$ cat src/hdl/qrs_pkg.sv
// Shared widths, limits and stage records for the quadratic root solver.
package qrs_pkg;

   localparam int COEF_W    = 16;
   localparam int ROOT_FRAC = 16;
   localparam int OUT_W     = 32;
   localparam int IMAG_W    = 31;

   // The discriminant magnitude stays below 5 * 2^(2*COEF_W-2).
   localparam int DMAG_W = 2 * COEF_W + 1;
   localparam int DS_W   = DMAG_W + 1;
   localparam int ROOT_W = (DMAG_W + 2 * ROOT_FRAC + 1) / 2;
   localparam int RAD_W  = 2 * ROOT_W;
   localparam int REM_W  = ROOT_W + 2;

   localparam int NB_W   = COEF_W - 1 + ROOT_FRAC;
   localparam int NUM_W  = ((NB_W > ROOT_W) ? NB_W : ROOT_W) + 1;
   localparam int DEN_W  = COEF_W + 1;
   localparam int DV_W   = DEN_W + 1;
   localparam int DIVD_W = NUM_W + 2;

   localparam logic [DIVD_W-1:0] POS_LIM =
      {{(DIVD_W - OUT_W + 1){1'b0}}, {(OUT_W - 1){1'b1}}};
   localparam logic [DIVD_W-1:0] NEG_LIM = POS_LIM + DIVD_W'(1);
   localparam logic [DIVD_W-1:0] IMAG_LIM =
      {{(DIVD_W - IMAG_W){1'b0}}, {IMAG_W{1'b1}}};

   typedef struct packed {
      logic                     valid;
      logic                     lead_zero;
      logic                     neg;
      logic signed [COEF_W-1:0] a;
      logic signed [COEF_W-1:0] b;
   } sq_side_type;

   typedef struct packed {
      logic            valid;
      logic            lead_zero;
      logic            neg;
      logic            sign1;
      logic            sign2;
      logic [DV_W-1:0] divisor;
   } dv_side_type;

endpackage

$ cat src/hdl/qrs_sqrt_cell.sv
// One cell of the square root chain: settles one root bit per cycle.
module qrs_sqrt_cell (
   input  logic                      clock,
   input  logic                      reset,
   input  qrs_pkg::sq_side_type      side_i,
   input  logic [qrs_pkg::RAD_W-1:0]  rad_i,
   input  logic [qrs_pkg::REM_W-1:0]  rem_i,
   input  logic [qrs_pkg::ROOT_W-1:0] root_i,
   output qrs_pkg::sq_side_type      side_o,
   output logic [qrs_pkg::RAD_W-1:0]  rad_o,
   output logic [qrs_pkg::REM_W-1:0]  rem_o,
   output logic [qrs_pkg::ROOT_W-1:0] root_o
);
   import qrs_pkg::*;

   sq_side_type       side_ff;
   logic [RAD_W-1:0]  rad_ff, rad_in;
   logic [REM_W-1:0]  rem_ff, rem_in;
   logic [ROOT_W-1:0] root_ff, root_in;
   logic [REM_W+1:0]  rem_wide;
   logic [REM_W+1:0]  trial;
   logic              take;

   always_comb begin
      rem_wide = {rem_i, rad_i[RAD_W-1 -: 2]};
      trial    = {{(REM_W - ROOT_W){1'b0}}, root_i, 2'b01};
      take     = (rem_wide >= trial);
      rem_in   = take ? REM_W'(rem_wide - trial) : REM_W'(rem_wide);
      root_in  = {root_i[ROOT_W-2:0], take};
      rad_in   = rad_i << 2;
   end

   always_ff @(posedge clock) begin
      if (reset) begin
         side_ff.valid <= 1'b0;
      end else begin
         side_ff.valid <= side_i.valid;
      end
      side_ff.lead_zero <= side_i.lead_zero;
      side_ff.neg       <= side_i.neg;
      side_ff.a         <= side_i.a;
      side_ff.b         <= side_i.b;
      rad_ff            <= rad_in;
      rem_ff            <= rem_in;
      root_ff           <= root_in;
   end

   assign side_o = side_ff;
   assign rad_o  = rad_ff;
   assign rem_o  = rem_ff;
   assign root_o = root_ff;

endmodule

$ cat config.mk
export PLATFORM = sky130hd
export DESIGN_NAME = qrs_sqrt_cell
export DESIGN_NICKNAME = d
export VERILOG_FILES = /design/src/hdl/qrs_pkg.sv /design/src/hdl/qrs_sqrt_cell.sv
export SDC_FILE = /design/constraint.sdc
export NUM_CORES = 1
export LEC_CHECK = 0
export ABC_CLOCK_PERIOD_IN_PS = 6500
export BUFFER_PORTS_ARGS = -buffer_cell sky130_fd_sc_hd__clkbuf_2
export CORE_AREA = 5 5 130 132
export DETAILED_ROUTE_END_ITERATION = 16
export DIE_AREA = 0 0 135 137
export PLACE_DENSITY = 0.81
export RECOVER_POWER = 25
export SYNTH_ARGS = -nofsm -noshare
export SYNTH_HDL_FRONTEND = slang
export SYNTH_SLANG_ARGS = --single-unit
$ cat constraint.sdc
create_clock -name clock -period 6.5 [get_ports clock]
set_input_delay 1.3 -clock clock [delete_from_list [all_inputs] [get_ports clock]]
set_output_delay 1.3 -clock clock [all_outputs]
set_load 0.03 [all_outputs]
Word level (Yosys, flattened, before mapping)
Cells that the tools add are included.
{"block": "word_totals", "n_memories": 0, "inputBits": 171, "romBits": 0, "wordCells": 11, "mem_bits_rw": 0, "latchBits": 0, "reg_bits": 167}
{"block": "classes", "n_eq_ne": 0, "addsub": 1, "n_reduce_logical": 0, "div": 0, "n_bitwise": 0, "n_lt_le_gt_ge": 1, "muxes": 1, "shift": 0, "mul": 0}
{"op": ">= comparator 37 x 35 -> 1 bit", "count": 1}
{"op": "2-to-1 mux 35 bit", "count": 1}
{"op": "subtractor 35 bit", "count": 1}

Depth between registers and ports, before layout
{"block": "logic_depth", "depth_word": 2, "mapped_depth": 13, "depth_no_buf": 10}

Worst setup path before layout
No wires, ideal clock.
{"block": "synth_path", "path_type": "input-to-reg", "startpoint": "input root_i[4] in the netlist's numbering", "endpoint": "register rem_ff[10] (netlist: rem_o[10])", "path_buffers": 2, "stages": 12, "arrival_ps": 3622, "required_time_ps": 6379, "path_slack_ps": 2756, "path_cell_list": "inv_1 > ha_1 > o21a_1 > o211ai_2 > a311oi_1 > nor4_2 > a2111oi_2 > o21a_2 > o211a_1 > buf_6 > buf_12 > mux2_4"}
{"block": "synth_between", "elab_chain_len": 2, "word_cells_on_any_way": 3}
{"item": "from (decl)", "line_no": "qrs_sqrt_cell.sv:8", "source": "input logic [qrs_pkg::ROOT_W-1:0] root_i,"}
{"item": "subtractor 35 bit / >= comparator 37 x 35 -> 1 bit (equally long branches)", "line_no": "qrs_sqrt_cell.sv:28, qrs_sqrt_cell.sv:27"}
{"item": "2-to-1 mux 35 bit *", "line_no": "qrs_sqrt_cell.sv:28", "source": "rem_in = take ? REM_W'(rem_wide - trial) : REM_W'(rem_wide);"}
{"item": "via rem_in[10]", "line_no": "qrs_sqrt_cell.sv:18", "source": "logic [REM_W-1:0] rem_ff, rem_in;"}
{"item": "to (signal assigned)", "line_no": "qrs_sqrt_cell.sv:44", "source": "rem_ff <= rem_in;"}
{"item": "to (decl)", "line_no": "qrs_sqrt_cell.sv:18"}
The timed path passes the listed nets; every way through them passes the cells marked *.
A chain may end at the register's enable or synchronous reset.

Worst setup path in the final report
{"block": "layout_path", "startpoint": "input root_i[4] in the netlist's numbering", "endpoint": "register rem_ff[24] (netlist: rem_o[24])"}
The elaborated chain is that of the path after synthesis.

==> impl_metrics.csv <==
group,metric,value,unit
status,status,"finished clean",
clock_network,cts_hold_buffers,0,
floorplanning,die_height,137,um
floorplanning,die_area,18500,sq um
synthesis,netlist_instances,524,
clock_network,cts_buffer_depth,2,
setup_path,slowest_delay,0.76,ns
floorplanning,io_pins,340,
min_path,min_to,"side_o[32]",
synthesis,synth_top_area_share,55.61,%
placement,placed_area,7848,sq um
placement,hpwl,14540,um
route,drt-wirelength-per-cell,16.08,um
route,drtPass1Iterations,4,
synthesis,synth_compound_area_share,12.45,%
synthesis,synth_cell_types,57,
clock_network,cts_tree,"done",
setup_path,endpoint_kind,"flip-flop",
clock_network,path_clk_slew,0.07,ns
synthesis,synth.most_common_cell,"dfxtp_1",
route,routed_via_density,4.648,
synthesis,synth.area.mux_share,7.867,%
setup_path,worst-endpoint-required,6.81,ns
setup_path,critPathKind,"in2reg",
min_path,min_delay_path_depth,1,
clock_network,cts_setup_buffers,0,
timing,fin_crit,4.361,ns
power_and_ir_drop,power.density,331.9,nW/um^2
synthesis,synthAdderAreaFrac,7.284,%
power_and_ir_drop,ir_drop,0.0001820,V
floorplanning,rows,46,
route,num_vias,5080,
min_path,hold_start,"side_i[32]",
synthesis,ys_ff_latch,167,
timing,fmax,0.2293,GHz
setup_path,crit_chain,"clkbuf_2, inv_1, ha_1, o21a_1, o211ai_2, a311oi_1, nor4_2, a2111oi_2, o21a_2, o211a_2, buf_4, mux2_4",
timing,drv_slew,0,
route,postRouteAntennaNets,0,
grt,gr-total-overflow,0,
synthesis,synth_top_family_by_area,"compound AO/OA/AOI/OAI gates",
power_and_ir_drop,p_leak,4.481,nW
clock_network,cts_root_buf,"clkbuf_16",
layout,layout-drive-gt1-share,47.09,%
min_path,min_path_type,"in2reg",
setup_path,cpMaxStageDelayCell,"o211a_2",
synthesis,synth.avg_cell_area,11.47,sq um
floorplanning,core,15600,sq um
grt,grt_pass1_vias,5150,
layout,layout.nets,1070,
timing,final.setup.tns,0,ns
clock_network,cts_sinks,167,
grt,grt_pass1_wl,26810,um
placement,portBuffers,337,
layout,n_antenna_cell,0,
timing,tightest_slew,0.8769,ns
synthesis,synth-async-reset-ratio,0,%
layout,ff_latch_area,3343,sq um
clock_network,cts_buffers,17,
job,max_cap_viol_count,0,
clock_network,htree_levels,4,
power_and_ir_drop,p_total,2.802,mW
timing,slew_headroom,41.54,%
floorplanning,initial_utilization,38.54,%
synthesis,netlist_top_cells_count,"167 x dfxtp_1, 41 x inv_1, 35 x ha_1, 30 x a21oi_1, 26 x a21o_1",
setup_path,cp-start-kind,"input port",
synthesis,synth_edf_count,0,
timing,finalHoldViolations,0,
synthesis,synthXorXnorAreaFrac,4.807,%
synthesis,synth_top_area_cell,"dfxtp_1",
timing,post-route-period-util,67.09,%
synthesis,ys.flop_type,"dfxtp_1",
floorplanning,die_x,135,um
clock_network,cts_resized,0,
synthesis,synthSimpleGateAreaFrac,7.159,%
grt,grt_usage,18.42,%
layout,area_growth,40.44,%
layout,multiInputGateArea,2386,sq um
synthesis,syn_area,6012,sq um
timing,setup_viol,0,
layout,fin_area,8443,sq um
route,totalWireLength,17570,um
synthesis,ys_seq_area_share,55.61,%
grt,antenna_found_initial,0,
route,route.detailed.drc,0,
route,drt-initial-drc-count,226,
synthesis,synth_warnings,0,
grt,grt_max_degree,26,
layout,fillers,1347,
setup_path,crit_fanout,25,
synthesis,synth_area_leaders,"dfxtp_1 56%, ha_1 7.3%, mux2_4 6.2%, a21o_1 3.2%, xnor2_1 2.8%",
timing,rsz0062_at_grt,"no",
setup_path,crit_arrival,4.67,ns
placement,gp_congestion,0.8576,
-- worst max path at each step --
stage                    from         to  depth (start not counted)
global placement    root_i[4]  rem_o[20]                         12
CTS                 root_i[4]  rem_o[24]                         12
detailed placement  root_i[4]  rem_o[18]                         12
floorplan           root_i[4]  rem_o[10]                         12
finish              root_i[4]  rem_o[24]                         12
global route        root_i[4]  rem_o[24]                         12
-- through the flow --
step                      util, %  std cells  hold slack (ns)  worst slack (ns)
after global routing        54.13       1093           0.9493             1.931
after floorplan                 -        525            1.328             2.756
after detailed placement    50.31       1061            1.404             1.686
after CTS                   54.13       1093           0.9548             2.121
final                       54.13       1093           0.9721             2.139
after global placement      50.31       1061            1.402             1.817
-- metal layers --
metal | part of all wire [%] | track usage [%]
met4 | 2.0 | 6.663
met5 | 0 | 0
met1 | 37 | 20.33
met2 | 53 | 33.63
met3 | 8.1 | 5.404
-- layout make-up --
type | instances | share of cell area [%]
inverters | 41 | 1.823
clock inverters | 15 | 2.015
flip-flops and latches | 167 | 39.60
repair buffers | 338 | 20.07
multi-input cells | 299 | 28.26
well taps | 216 | 3.201
clock buffers | 17 | 5.039
-- cells in the final DEF, fill, tap and decap left out, types with 3 or more instances in the layout --
master,synthesis,final
o221ai_1,4,4
inv_6,0,4
clkbuf_2,0,337
a21oi_1,30,30
mux2_2,6,6
xnor2_1,19,19
o21ai_0,12,12
ha_1,35,35
a31o_2,3,3
xor2_1,14,14
dfxtp_1,167,167
clkinv_8,0,3
mux2_4,25,25
nand2_1,25,25
clkbuf_16,0,17
nor2b_1,5,5
mux2i_1,3,3
inv_8,0,5
nand4_1,8,8
and3_1,4,4
a21o_1,26,26
nand3_1,9,9
o21bai_1,3,3
o21a_1,3,3
inv_1,41,41
nor2_1,22,22
-- worst max-delay path: cells and delay by family --
| kind | cells | cell delay (ns) |
|---|---|---|
| muxes | 1 | 0.32 |
| buffers and inverters | 3 | 0.51 |
| adders and majority gates | 1 | 0.38 |
| and+or+nand+nor | 1 | 0.13 |
| AOI/OAI and AO/OA | 6 | 2.01 |
-- registers in the layout, summed over array words and instances (netlist names) --
signal / count
side_o: 35
rad_o: 64
rem_o: 35
root_o: 33
-- kinds of logic (layout without fill, tap and decap cells) --
logic type | count (synthesis) | after routing
adders and majority gates | 35 | 35
AOI/OAI and AO/OA | 107 | 107
xor gates and xnor gates | 33 | 33
DFF | 167 | 167
other | 1 | 2
muxes | 34 | 34
buffers and inverters | 59 | 411
and+or+nand+nor | 88 | 88
-- report_power, final --
part	switching (mW)	leakage, nW	internal (mW)
Combinational	0.416	2.78	0.251
Sequential	0.0260	1.41	1.12
Clock	0.468	0.294	0.521
Total	0.910	4.48	1.89
No activity file was read; power rests on OpenSTA's default activity.
