<file path="src/hdl/qrs_pkg.sv">
// Shared widths, limits and stage records for the quadratic root solver.
package qrs_pkg;

   localparam int COEF_W    = 16;
   localparam int ROOT_FRAC = 16;
   localparam int OUT_W     = 32;
   localparam int IMAG_W    = 31;

   // The discriminant magnitude stays below 5 * 2^(2*COEF_W-2).
   localparam int DMAG_W = 2 * COEF_W + 1;
   localparam int DS_W   = DMAG_W + 1;
   localparam int ROOT_W = (DMAG_W + 2 * ROOT_FRAC + 1) / 2;
   localparam int RAD_W  = 2 * ROOT_W;
   localparam int REM_W  = ROOT_W + 2;

   localparam int NB_W   = COEF_W - 1 + ROOT_FRAC;
   localparam int NUM_W  = ((NB_W > ROOT_W) ? NB_W : ROOT_W) + 1;
   localparam int DEN_W  = COEF_W + 1;
   localparam int DV_W   = DEN_W + 1;
   localparam int DIVD_W = NUM_W + 2;

   localparam logic [DIVD_W-1:0] POS_LIM =
      {{(DIVD_W - OUT_W + 1){1'b0}}, {(OUT_W - 1){1'b1}}};
   localparam logic [DIVD_W-1:0] NEG_LIM = POS_LIM + DIVD_W'(1);
   localparam logic [DIVD_W-1:0] IMAG_LIM =
      {{(DIVD_W - IMAG_W){1'b0}}, {IMAG_W{1'b1}}};

   typedef struct packed {
      logic                     valid;
      logic                     lead_zero;
      logic                     neg;
      logic signed [COEF_W-1:0] a;
      logic signed [COEF_W-1:0] b;
   } sq_side_type;

   typedef struct packed {
      logic            valid;
      logic            lead_zero;
      logic            neg;
      logic            sign1;
      logic            sign2;
      logic [DV_W-1:0] divisor;
   } dv_side_type;

endpackage

</file>
<file path="src/hdl/qrs_div_cell.sv">
// One cell of the two-lane divider chain: one quotient bit per lane per cycle.
module qrs_div_cell (
   input  logic                      clock,
   input  logic                      reset,
   input  qrs_pkg::dv_side_type      side_i,
   input  logic [qrs_pkg::DIVD_W-1:0] n1_i,
   input  logic [qrs_pkg::DIVD_W-1:0] n2_i,
   input  logic [qrs_pkg::DV_W-1:0]   rem1_i,
   input  logic [qrs_pkg::DV_W-1:0]   rem2_i,
   input  logic [qrs_pkg::DIVD_W-1:0] q1_i,
   input  logic [qrs_pkg::DIVD_W-1:0] q2_i,
   output qrs_pkg::dv_side_type      side_o,
   output logic [qrs_pkg::DIVD_W-1:0] n1_o,
   output logic [qrs_pkg::DIVD_W-1:0] n2_o,
   output logic [qrs_pkg::DV_W-1:0]   rem1_o,
   output logic [qrs_pkg::DV_W-1:0]   rem2_o,
   output logic [qrs_pkg::DIVD_W-1:0] q1_o,
   output logic [qrs_pkg::DIVD_W-1:0] q2_o
);
   import qrs_pkg::*;

   dv_side_type       side_ff;
   logic [DIVD_W-1:0] n1_ff, n1_in, n2_ff, n2_in;
   logic [DV_W-1:0]   rem1_ff, rem1_in, rem2_ff, rem2_in;
   logic [DIVD_W-1:0] q1_ff, q1_in, q2_ff, q2_in;
   logic [DV_W:0]     w1, w2, dvx;
   logic              t1, t2;

   always_comb begin
      dvx     = {1'b0, side_i.divisor};
      w1      = {rem1_i, n1_i[DIVD_W-1]};
      w2      = {rem2_i, n2_i[DIVD_W-1]};
      t1      = (w1 >= dvx);
      t2      = (w2 >= dvx);
      rem1_in = t1 ? DV_W'(w1 - dvx) : DV_W'(w1);
      rem2_in = t2 ? DV_W'(w2 - dvx) : DV_W'(w2);
      q1_in   = {q1_i[DIVD_W-2:0], t1};
      q2_in   = {q2_i[DIVD_W-2:0], t2};
      n1_in   = n1_i << 1;
      n2_in   = n2_i << 1;
   end

   always_ff @(posedge clock) begin
      if (reset) begin
         side_ff.valid <= 1'b0;
      end else begin
         side_ff.valid <= side_i.valid;
      end
      side_ff.lead_zero <= side_i.lead_zero;
      side_ff.neg       <= side_i.neg;
      side_ff.sign1     <= side_i.sign1;
      side_ff.sign2     <= side_i.sign2;
      side_ff.divisor   <= side_i.divisor;
      n1_ff             <= n1_in;
      n2_ff             <= n2_in;
      rem1_ff           <= rem1_in;
      rem2_ff           <= rem2_in;
      q1_ff             <= q1_in;
      q2_ff             <= q2_in;
   end

   assign side_o = side_ff;
   assign n1_o   = n1_ff;
   assign n2_o   = n2_ff;
   assign rem1_o = rem1_ff;
   assign rem2_o = rem2_ff;
   assign q1_o   = q1_ff;
   assign q2_o   = q2_ff;

endmodule

</file>
<file path="config.mk">
export PLATFORM = sky130hd
export DESIGN_NAME = qrs_div_cell
export DESIGN_NICKNAME = d
export VERILOG_FILES = /design/src/hdl/qrs_pkg.sv /design/src/hdl/qrs_div_cell.sv
export SDC_FILE = /design/constraint.sdc
export NUM_CORES = 1
export LEC_CHECK = 0
export BUFFER_PORTS_ARGS = -buffer_cell sky130_fd_sc_hd__buf_2
export CAP_MARGIN = 20
export CORE_AREA = 2 2 157 159
export DETAILED_ROUTE_END_ITERATION = 10
export DIE_AREA = 0 0 159 161
export GPL_TIMING_DRIVEN = 0
export PLACE_DENSITY = 0.61
export SLEW_MARGIN = 30
export SYNTH_ARGS = -nofsm -noshare
export SYNTH_HDL_FRONTEND = slang
export SYNTH_SLANG_ARGS = --single-unit
</file>
<file path="constraint.sdc">
create_clock -name clock -period 2.68 [get_ports clock]
set_input_delay 0.268 -clock clock [delete_from_list [all_inputs] [get_ports clock]]
set_output_delay 0.268 -clock clock [all_outputs]
set_load 0.02 [all_outputs]
</file>
# ---- Yosys cells after proc, flatten, opt, wreduce, memory -nomap -nowiden
# Index checks and enable logic that the tools add are counted.
dict set report totals {
  register_bits 201
  output_inout_bits 203
  input_bits 205
}
dict set report op_classes {
  magnitude_cmp 2
  addsub 2
  muxes 2
}
# op count
set op_table {}
lappend op_table {{19-bit by 18-bit >= comparator with 1-bit output} 2}
lappend op_table {{18-bit 2-to-1 mux} 2}
lappend op_table {{18-bit subtractor} 2}

# ---- Longest topological paths before layout
# Gate-level depths: netlist of run 1.
dict set report depth {
  ltp_word 2
  ltp_mapped 11
}

# ---- Worst setup path after synthesis of run 1
# OpenSTA, ideal clock, no wires.
dict set report synth_timing {
  kind {input to register}
  start {in n1_i[35] (netlist bit)}
  end {reg rem1_ff[12], in the netlist rem1_o[12]}
  t_required_ns 2.559
  path_buffers 0
  path_slack_ns 0.323
  t_arrival_ns 2.236
  stages 11
  path_cell_list {inv_1 -> ha_1 -> inv_1 -> fa_1 -> a21o_1 -> a21oi_2 -> nor2_1 -> o41ai_2 -> o21ai_0 -> xnor2_1 -> mux2_4}
}
dict set report synth_via {
  elab_chain_cells 2
  elab_cells_between_ends 3
}
# element line_no
set synth_lines {}
lappend synth_lines {{start: declaration} qrs_div_cell.sv:6} ;# input logic [qrs_pkg::DIVD_W-1:0] n1_i,
lappend synth_lines {{18-bit subtractor / 19-bit by 18-bit >= comparator with 1-bit output (equally long branches)} {qrs_div_cell.sv:35, qrs_div_cell.sv:33}}
lappend synth_lines {{18-bit 2-to-1 mux (*)} qrs_div_cell.sv:35} ;# rem1_in = t1 ? DV_W'(w1 - dvx) : DV_W'(w1);
lappend synth_lines {{named net rem1_in[12]} qrs_div_cell.sv:24} ;# logic [DV_W-1:0] rem1_ff, rem1_in, rem2_ff, rem2_in;
lappend synth_lines {{end signal: assignment} qrs_div_cell.sv:56} ;# rem1_ff <= rem1_in;
lappend synth_lines {{end: declaration} qrs_div_cell.sv:24}
# The timed path passes the listed nets; every way through them passes the cells marked *.
# A chain may end at the register's enable or synchronous reset.

# ---- Final worst setup path of run 1
dict set report layout_timing {
  start {in side_i[7] (netlist bit)}
  end {reg rem1_ff[14], in the netlist rem1_o[14]}
}
dict set report layout_via {
  elab_chain_cells 2
  elab_cells_between_ends 3
}
# element line_no
set layout_lines {}
lappend layout_lines {{start: declaration} qrs_div_cell.sv:5} ;# input qrs_pkg::dv_side_type side_i,
lappend layout_lines {{18-bit subtractor / 19-bit by 18-bit >= comparator with 1-bit output (equally long branches)} {qrs_div_cell.sv:35, qrs_div_cell.sv:33}}
lappend layout_lines {{18-bit 2-to-1 mux (*)} qrs_div_cell.sv:35}
lappend layout_lines {{named net rem1_in[14]} qrs_div_cell.sv:24}
# Marks and branches as above.

==> flow_summary_export.csv, run 1 <==
group,metric,value,unit
clocking,cts_root_buffer,"clkbuf_16",
floorplanning,core_area,0.02396,mm²
setup_path,critPathCaptureType,"flop",
sta,setup_viol,0,
grt,grt_pass1_vias,6395,
place,place_area,0.008956,mm²
grt,antenna_found_initial,3,
detailed_routing,vias,6153,
detailed_routing,avgRoutedWirePerCell,16.75,µm
synthesis,synth_cell_types,62,
place,portBuffers,403,
sta,whs,21.97,ps
clocking,cts_tree,"done",
synthesis,synth_warnings,0,
pwr,combPwrFrac,0.215,
pwr,p_sw,0.002135,W
sta,setup_ws,137.5,ps
finish,nets,1360,
detailed_routing,totalWireLength,24380,µm
clocking,cts-resized-gates,0,
grt,met2_usage,0.3277,
grt,grt.overflow.total,0,
setup_path,worst_setup_path_start_kind,"primary input",
pwr,total_power,0.007849,W
detailed_routing,drc,0,
finish,finalInstanceArea,0.01138,mm²
sta,tightest_slew,708.3,ps
grt,grtUsageMet3,0.04905,
pwr,p_sw_frac,0.2720,
floorplanning,die_h,161,µm
pwr,pwr_density_cell,689.5,mW/mm²
synthesis,synth-edff-count,0,
detailed_routing,routed_via_density,4.229,
synthesis,syn_area,0.006530,mm²
place,post-place-ws,-270.4,ps
clocking,cts_sinks,201,
synthesis,synth_ff_type,"dfxtp_1",
floorplanning,num_io_pins,408,
finish,drive_gt1_frac,0.4398,
synthesis,async_flop_share,0,
detailed_routing,dr.pass1.iters,4,
detailed_routing,first_iter_violations,227,
clocking,htreeDepth,1,
sta,timing.fmax,0.3933,GHz
floorplanning,start_util,0.2725,
synthesis,synth_seq_area_share,0.6162,
grt,grt_use_met1,0.2075,
floorplanning,die_x,159,µm
detailed_routing,ant_nets,0,
place,hpwl,17220,µm
pwr,p_leak,5.568,nW
sta,slew_headroom,0.5156,
grt,grt_usage,0.1797,
setup_path,worstPathRequired,3060,ps
clocking,cts_buffers,21,
clocking,cts_max_path_buffers,3,
sta,report.final.slew_viol_count,0,
status,status,"completed",
sta,fin_crit,2542,ps
min_path,hold_path.class,"in -> reg",
setup_path,crit_fanout,5,
floorplanning,rows,57,
sta,fin_crit_sh,0.9487,
grt,grt_max_degree,15,
setup_path,crit_arrival,2930,ps
pwr,pwr-share-seq,0.421,
sta,finalHoldViolCount,0,
synthesis,avgSynthCellArea,12.66,µm²
run,drv_cap,0,
finish,synthToLayoutAreaGrowth,74.32,%
setup_path,path_class,"in -> reg",
grt,grt_busiest_layer,"met2",
pwr,vdd_drop_max,0.4993,mV
pwr,clkPwrFrac,0.365,
clocking,clk_pin_slew_worst_paths,60,ps
place,gp_congestion,0.8568,
pwr,internal_power,0.005714,W
synthesis,postSynthCellCount,516,
grt,grt_pass1_wl,36150,µm
synthesis,ys_ff_latch,201,
floorplanning,die_area,0.02560,mm²
-- registers in the layout (all words and copies together) (netlist names) --
name    cells
n2_o       35
rem2_o     18
q1_o       36
side_o     23
rem1_o     18
q2_o       36
n1_o       35
-- area by class of cell --
class | count | area [µm²]
well taps | 324 | 405.4
diodes | 1 | 2.502
plain buffers | 9 | 68.82
flip-flops and latches | 201 | 4024
clock inverters | 8 | 105.1
repair buffers | 578 | 3769
clock buffers | 28 | 571.8
fillers | 2164 | 12580
multi-input cells | 271 | 2306
inverters | 35 | 131.4
-- per-layer routing --
metal  vias to the layer above  wire length (µm)
li1                       2987                 -
met1                      2836              9769
met2                       284             12200
met3                        44              1820
met4                         2               571
met5                         -                13
-- cells in the final DEF, fill, tap and decap left out, drive strengths merged, types with 6 or more instances in the layout --
master and n:
mux2 33, o21ai 14, o21bai 6, o21a 8, clkbuf 30, nor2 22, a21o 14, a21oi 25
dlygate4sd3 170, nand4 6, nand3 7, ha 36, xor2 10, dfxtp 201, nand2 17, xnor2 17
inv 36, buf 415
-- critical path, stage by stage --
cell	delay (ps)
dlygate4sd3_1	530
buf_2	130
inv_1	120
ha_1	310
a21o_1	240
a21o_1	190
a21oi_1	200
o221ai_1	170
a221oi_1	390
xnor2_1	120
mux2_4	260
-- stage by stage --
stage	TNS, ps	util	std cells
6_report	0	0.4750	1455
5_1_grt	-5.259	0.4750	1455
4_1_cts	0	0.4730	1450
3_5_place_dp	-4190	0.3737	1244
3_3_place_gp	-3785	0.3737	1244
2_1_floorplan	0	-	517
-- worst paths after layout --
kind      start    endpoint  slack [ps]  depth (start not counted)
max   side_i[7]  rem1_o[14]         140                         11
min   rem2_i[5]   rem2_o[6]          20                          2
-- kinds of logic after synthesis --
| kind of cell | count (synthesis) | synth area share |
|---|---|---|
| other cells | 1 | 0.0005743 |
| flops | 201 | 0.6162 |
| mux | 36 | 0.07070 |
| xor+xnor | 27 | 0.03621 |
| simple gates | 67 | 0.05135 |
| buf+inv | 45 | 0.03123 |
| compound gates | 101 | 0.1186 |
| fa+ha+maj | 38 | 0.07511 |
-- repair_timing --
| item | in CTS | in global routing |
|---|---|---|
| hold buffers | 170 | 0 |
| hold endpoints to repair | 170 | 0 |
| setup endpoints to repair | 0 | 16 |
| buffers inserted | 0 | 5 |
-- power by group through the flow --
stage          clock network [W]  registers [W]  logic [W]
2_1_floorplan                  0        0.00369   0.000571
3_3_place_gp                   0        0.00336    0.00145
3_5_place_dp                   0        0.00336    0.00145
4_1_cts                  0.00292        0.00330    0.00167
5_1_grt                  0.00306        0.00332    0.00180
6_report                 0.00286        0.00330    0.00169
-- Yosys cell counts (3+ instances only) --
| cell type | count | area (µm²) |
|---|---|---|
| a211oi_1 | 4 | 30.03 |
| a21o_1 | 14 | 105.1 |
| a21oi_1 | 22 | 110.1 |
| a21oi_2 | 3 | 26.28 |
| buf_2 | 3 | 15.01 |
| clkbuf_1 | 3 | 11.26 |
| dfxtp_1 | 201 | 4024 |
| ha_1 | 36 | 450.4 |
| inv_1 | 35 | 131.4 |
| mux2_2 | 17 | 191.4 |
| mux2_4 | 16 | 240.2 |
| mux2i_1 | 3 | 30.03 |
| nand2_1 | 16 | 60.06 |
| nand3_1 | 7 | 35.03 |
| nand4_1 | 6 | 37.54 |
| nor2_1 | 22 | 82.58 |
| nor3_1 | 3 | 15.01 |
| o21a_1 | 8 | 60.06 |
| o21ai_0 | 10 | 50.05 |
| o21bai_1 | 6 | 45.04 |
| o221ai_1 | 4 | 35.03 |
| o31ai_1 | 3 | 22.52 |
| xnor2_1 | 17 | 148.9 |
| xor2_1 | 10 | 87.58 |
(Power assumes the default switching activity.)
==> inputs of run 2 (changes only) <==
- CAP_MARGIN: 20 -> 30
- REMOVE_ABC_BUFFERS: not set -> 1
==> run 2 against run 1 <==
Compared with the run above:
- clock power rose by 21%
- maximum frequency rose by 0.35%
- cell count fell by 0.21%
- non-clock buffer count fell by 9
- critical endpoint is now rem1_o[17]
==> flow_summary_export.csv, run 2 (synthesis gave the netlist of run 1 again) <==
group,metric,value,unit
floorplanning,die_h,161,µm
grt,antenna_found_initial,4,
detailed_routing,ant_nets,0,
finish,nets,1352,
clocking,cts_max_path_buffers,3,
sta,fin_crit,2533,ps
min_path,whs_path_depth,2,
clocking,htreeDepth,1,
detailed_routing,vias,6180,
grt,grt_pass1_vias,6486,
sta,tightest_slew,749.5,ps
setup_path,critPathCaptureType,"flop",
detailed_routing,totalWireLength,23730,µm
place,gp_congestion,0.7892,
pwr,p_sw_frac,0.2591,
floorplanning,die_x,159,µm
setup_path,worst_setup_path_start_kind,"primary input",
setup_path,worstPathRequired,3070,ps
clocking,cts-resized-gates,0,
pwr,internal_power,0.006248,W
pwr,p_sw,0.002185,W
grt,grt.overflow.total,0,
place,hpwl,16290,µm
grt,grt_usage,0.1773,
sta,report.final.slew_viol_count,0,
grt,grt_pass1_wl,35910,µm
clocking,clk_pin_slew_worst_paths,50,ps
finish,drive_gt1_frac,0.4359,
detailed_routing,avgRoutedWirePerCell,16.34,µm
detailed_routing,routed_via_density,4.256,
pwr,clkPwrFrac,0.412,
sta,setup_tns,0,ps
run,drv_cap,0,
pwr,combPwrFrac,0.197,
pwr,pwr-share-seq,0.391,
floorplanning,start_util,0.2725,
sta,setup_viol,0,
finish,synthToLayoutAreaGrowth,76.03,%
place,portBuffers,403,
setup_path,crit_fanout,4,
clocking,cts_root_buffer,"clkbuf_16",
pwr,pwr_density_cell,733.7,mW/mm²
sta,slew_headroom,0.4874,
sta,rsz0062_at_grt,"no",
finish,layout_commonest_cell,"buf_2",
floorplanning,rows,57,
sta,fin_crit_sh,0.9453,
setup_path,path_class,"in -> reg",
grt,grt_max_degree,20,
sta,setup_ws,146.5,ps
floorplanning,core_area,0.02396,mm²
finish,final_cell_mix,"buf_2 (403), dfxtp_1 (201), dlygate4sd3_1 (174)",
detailed_routing,dr.pass1.iters,4,
setup_path,crit_arrival,2920,ps
floorplanning,die_area,0.02560,mm²
clocking,cts_sinks,201,
clocking,cts_tree,"done",
sta,finalHoldViolCount,0,
floorplanning,num_io_pins,408,
place,post-place-ws,-414.3,ps
status,status,"completed",
min_path,hold_path.class,"in -> reg",
pwr,vdd_drop_max,0.4816,mV
detailed_routing,drc,0,
detailed_routing,first_iter_violations,299,
pwr,p_leak,5.606,nW
clocking,cts_buffers,22,
sta,timing.fmax,0.3947,GHz
## run 2: cell types whose count changed in the layout (fill, tap and decap cells not counted), sizes merged
cell and delta:
buf -11, bufinv +5, dlygate4sd3 +4, diode +3
clkbuf -2, clkinvlp -1, inv -1
## run 2: what timing repair did
action / in CTS / in global routing
setup buffers: 0 / 1
endpoints found under the hold margin: 173 / 0
hold buffers: 174 / 0
setup endpoints to repair: 0 / 16
## run 2: layer usage
| metal | vias up | routed length [µm] | track usage |
|---|---|---|---|
| met4 | 0 | 1329 | 0.09215 |
| met5 | - | 0 | 0 |
| met1 | 2865 | 9112 | 0.1937 |
| li1 | 2971 | - | - |
| met3 | 73 | 1590 | 0.04674 |
| met2 | 271 | 11700 | 0.3168 |
## run 2: per-stage QoR
step | std cells | hold slack (ps) | utilization | power [W] | instance area (µm²)
floorplan | 507 | 295.7 | - | 0.004248 | 6461
global placement | 1234 | 370.5 | 0.3707 | 0.004791 | 8884
detailed placement | 1234 | 371.6 | 0.3707 | 0.004799 | 8884
CTS | 1447 | 1.848 | 0.4784 | 0.008489 | 11460
global route | 1452 | 1.289 | 0.4797 | 0.008791 | 11490
finish | 1452 | 14.49 | 0.4797 | 0.008433 | 11490
## run 2: worst paths after layout
| check | start | to | slack [ps] |
|---|---|---|---|
| hold / removal | rem2_i[14] | rem2_o[15] | 10 |
| setup / recovery | rem1_i[1] | rem1_o[17] | 150 |
## run 2: area by class of cell
| class | count | area (µm²) |
|---|---|---|
| clock buffers | 28 | 593.1 |
| flip-flops and latches | 201 | 4024 |
| clock inverters | 11 | 246.5 |
| repair buffers | 578 | 3779 |
| multi-input cells | 271 | 2306 |
| well taps | 324 | 405.4 |
| inverters | 35 | 131.4 |
| diodes | 4 | 10.01 |
| fillers | 2156 | 12470 |
## run 2: critical path, stage by stage
cell and delay (ps):
dlygate4sd3_1 530, buf_2 130, ha_1 380, o21ai_4 90, a21boi_2 240, o221ai_1 270
a2111oi_0 750, o31a_1 200, o21ai_1 70
## run 2: power groups by stage
stage	Combinational [W]	Sequential, W	Clock [W]
floorplan	0.000559	0.00369	0
detailed placement	0.00144	0.00336	0
finish	0.00166	0.00330	0.00347
CTS	0.00165	0.00330	0.00354
global route	0.00178	0.00332	0.00369
global placement	0.00144	0.00335	0
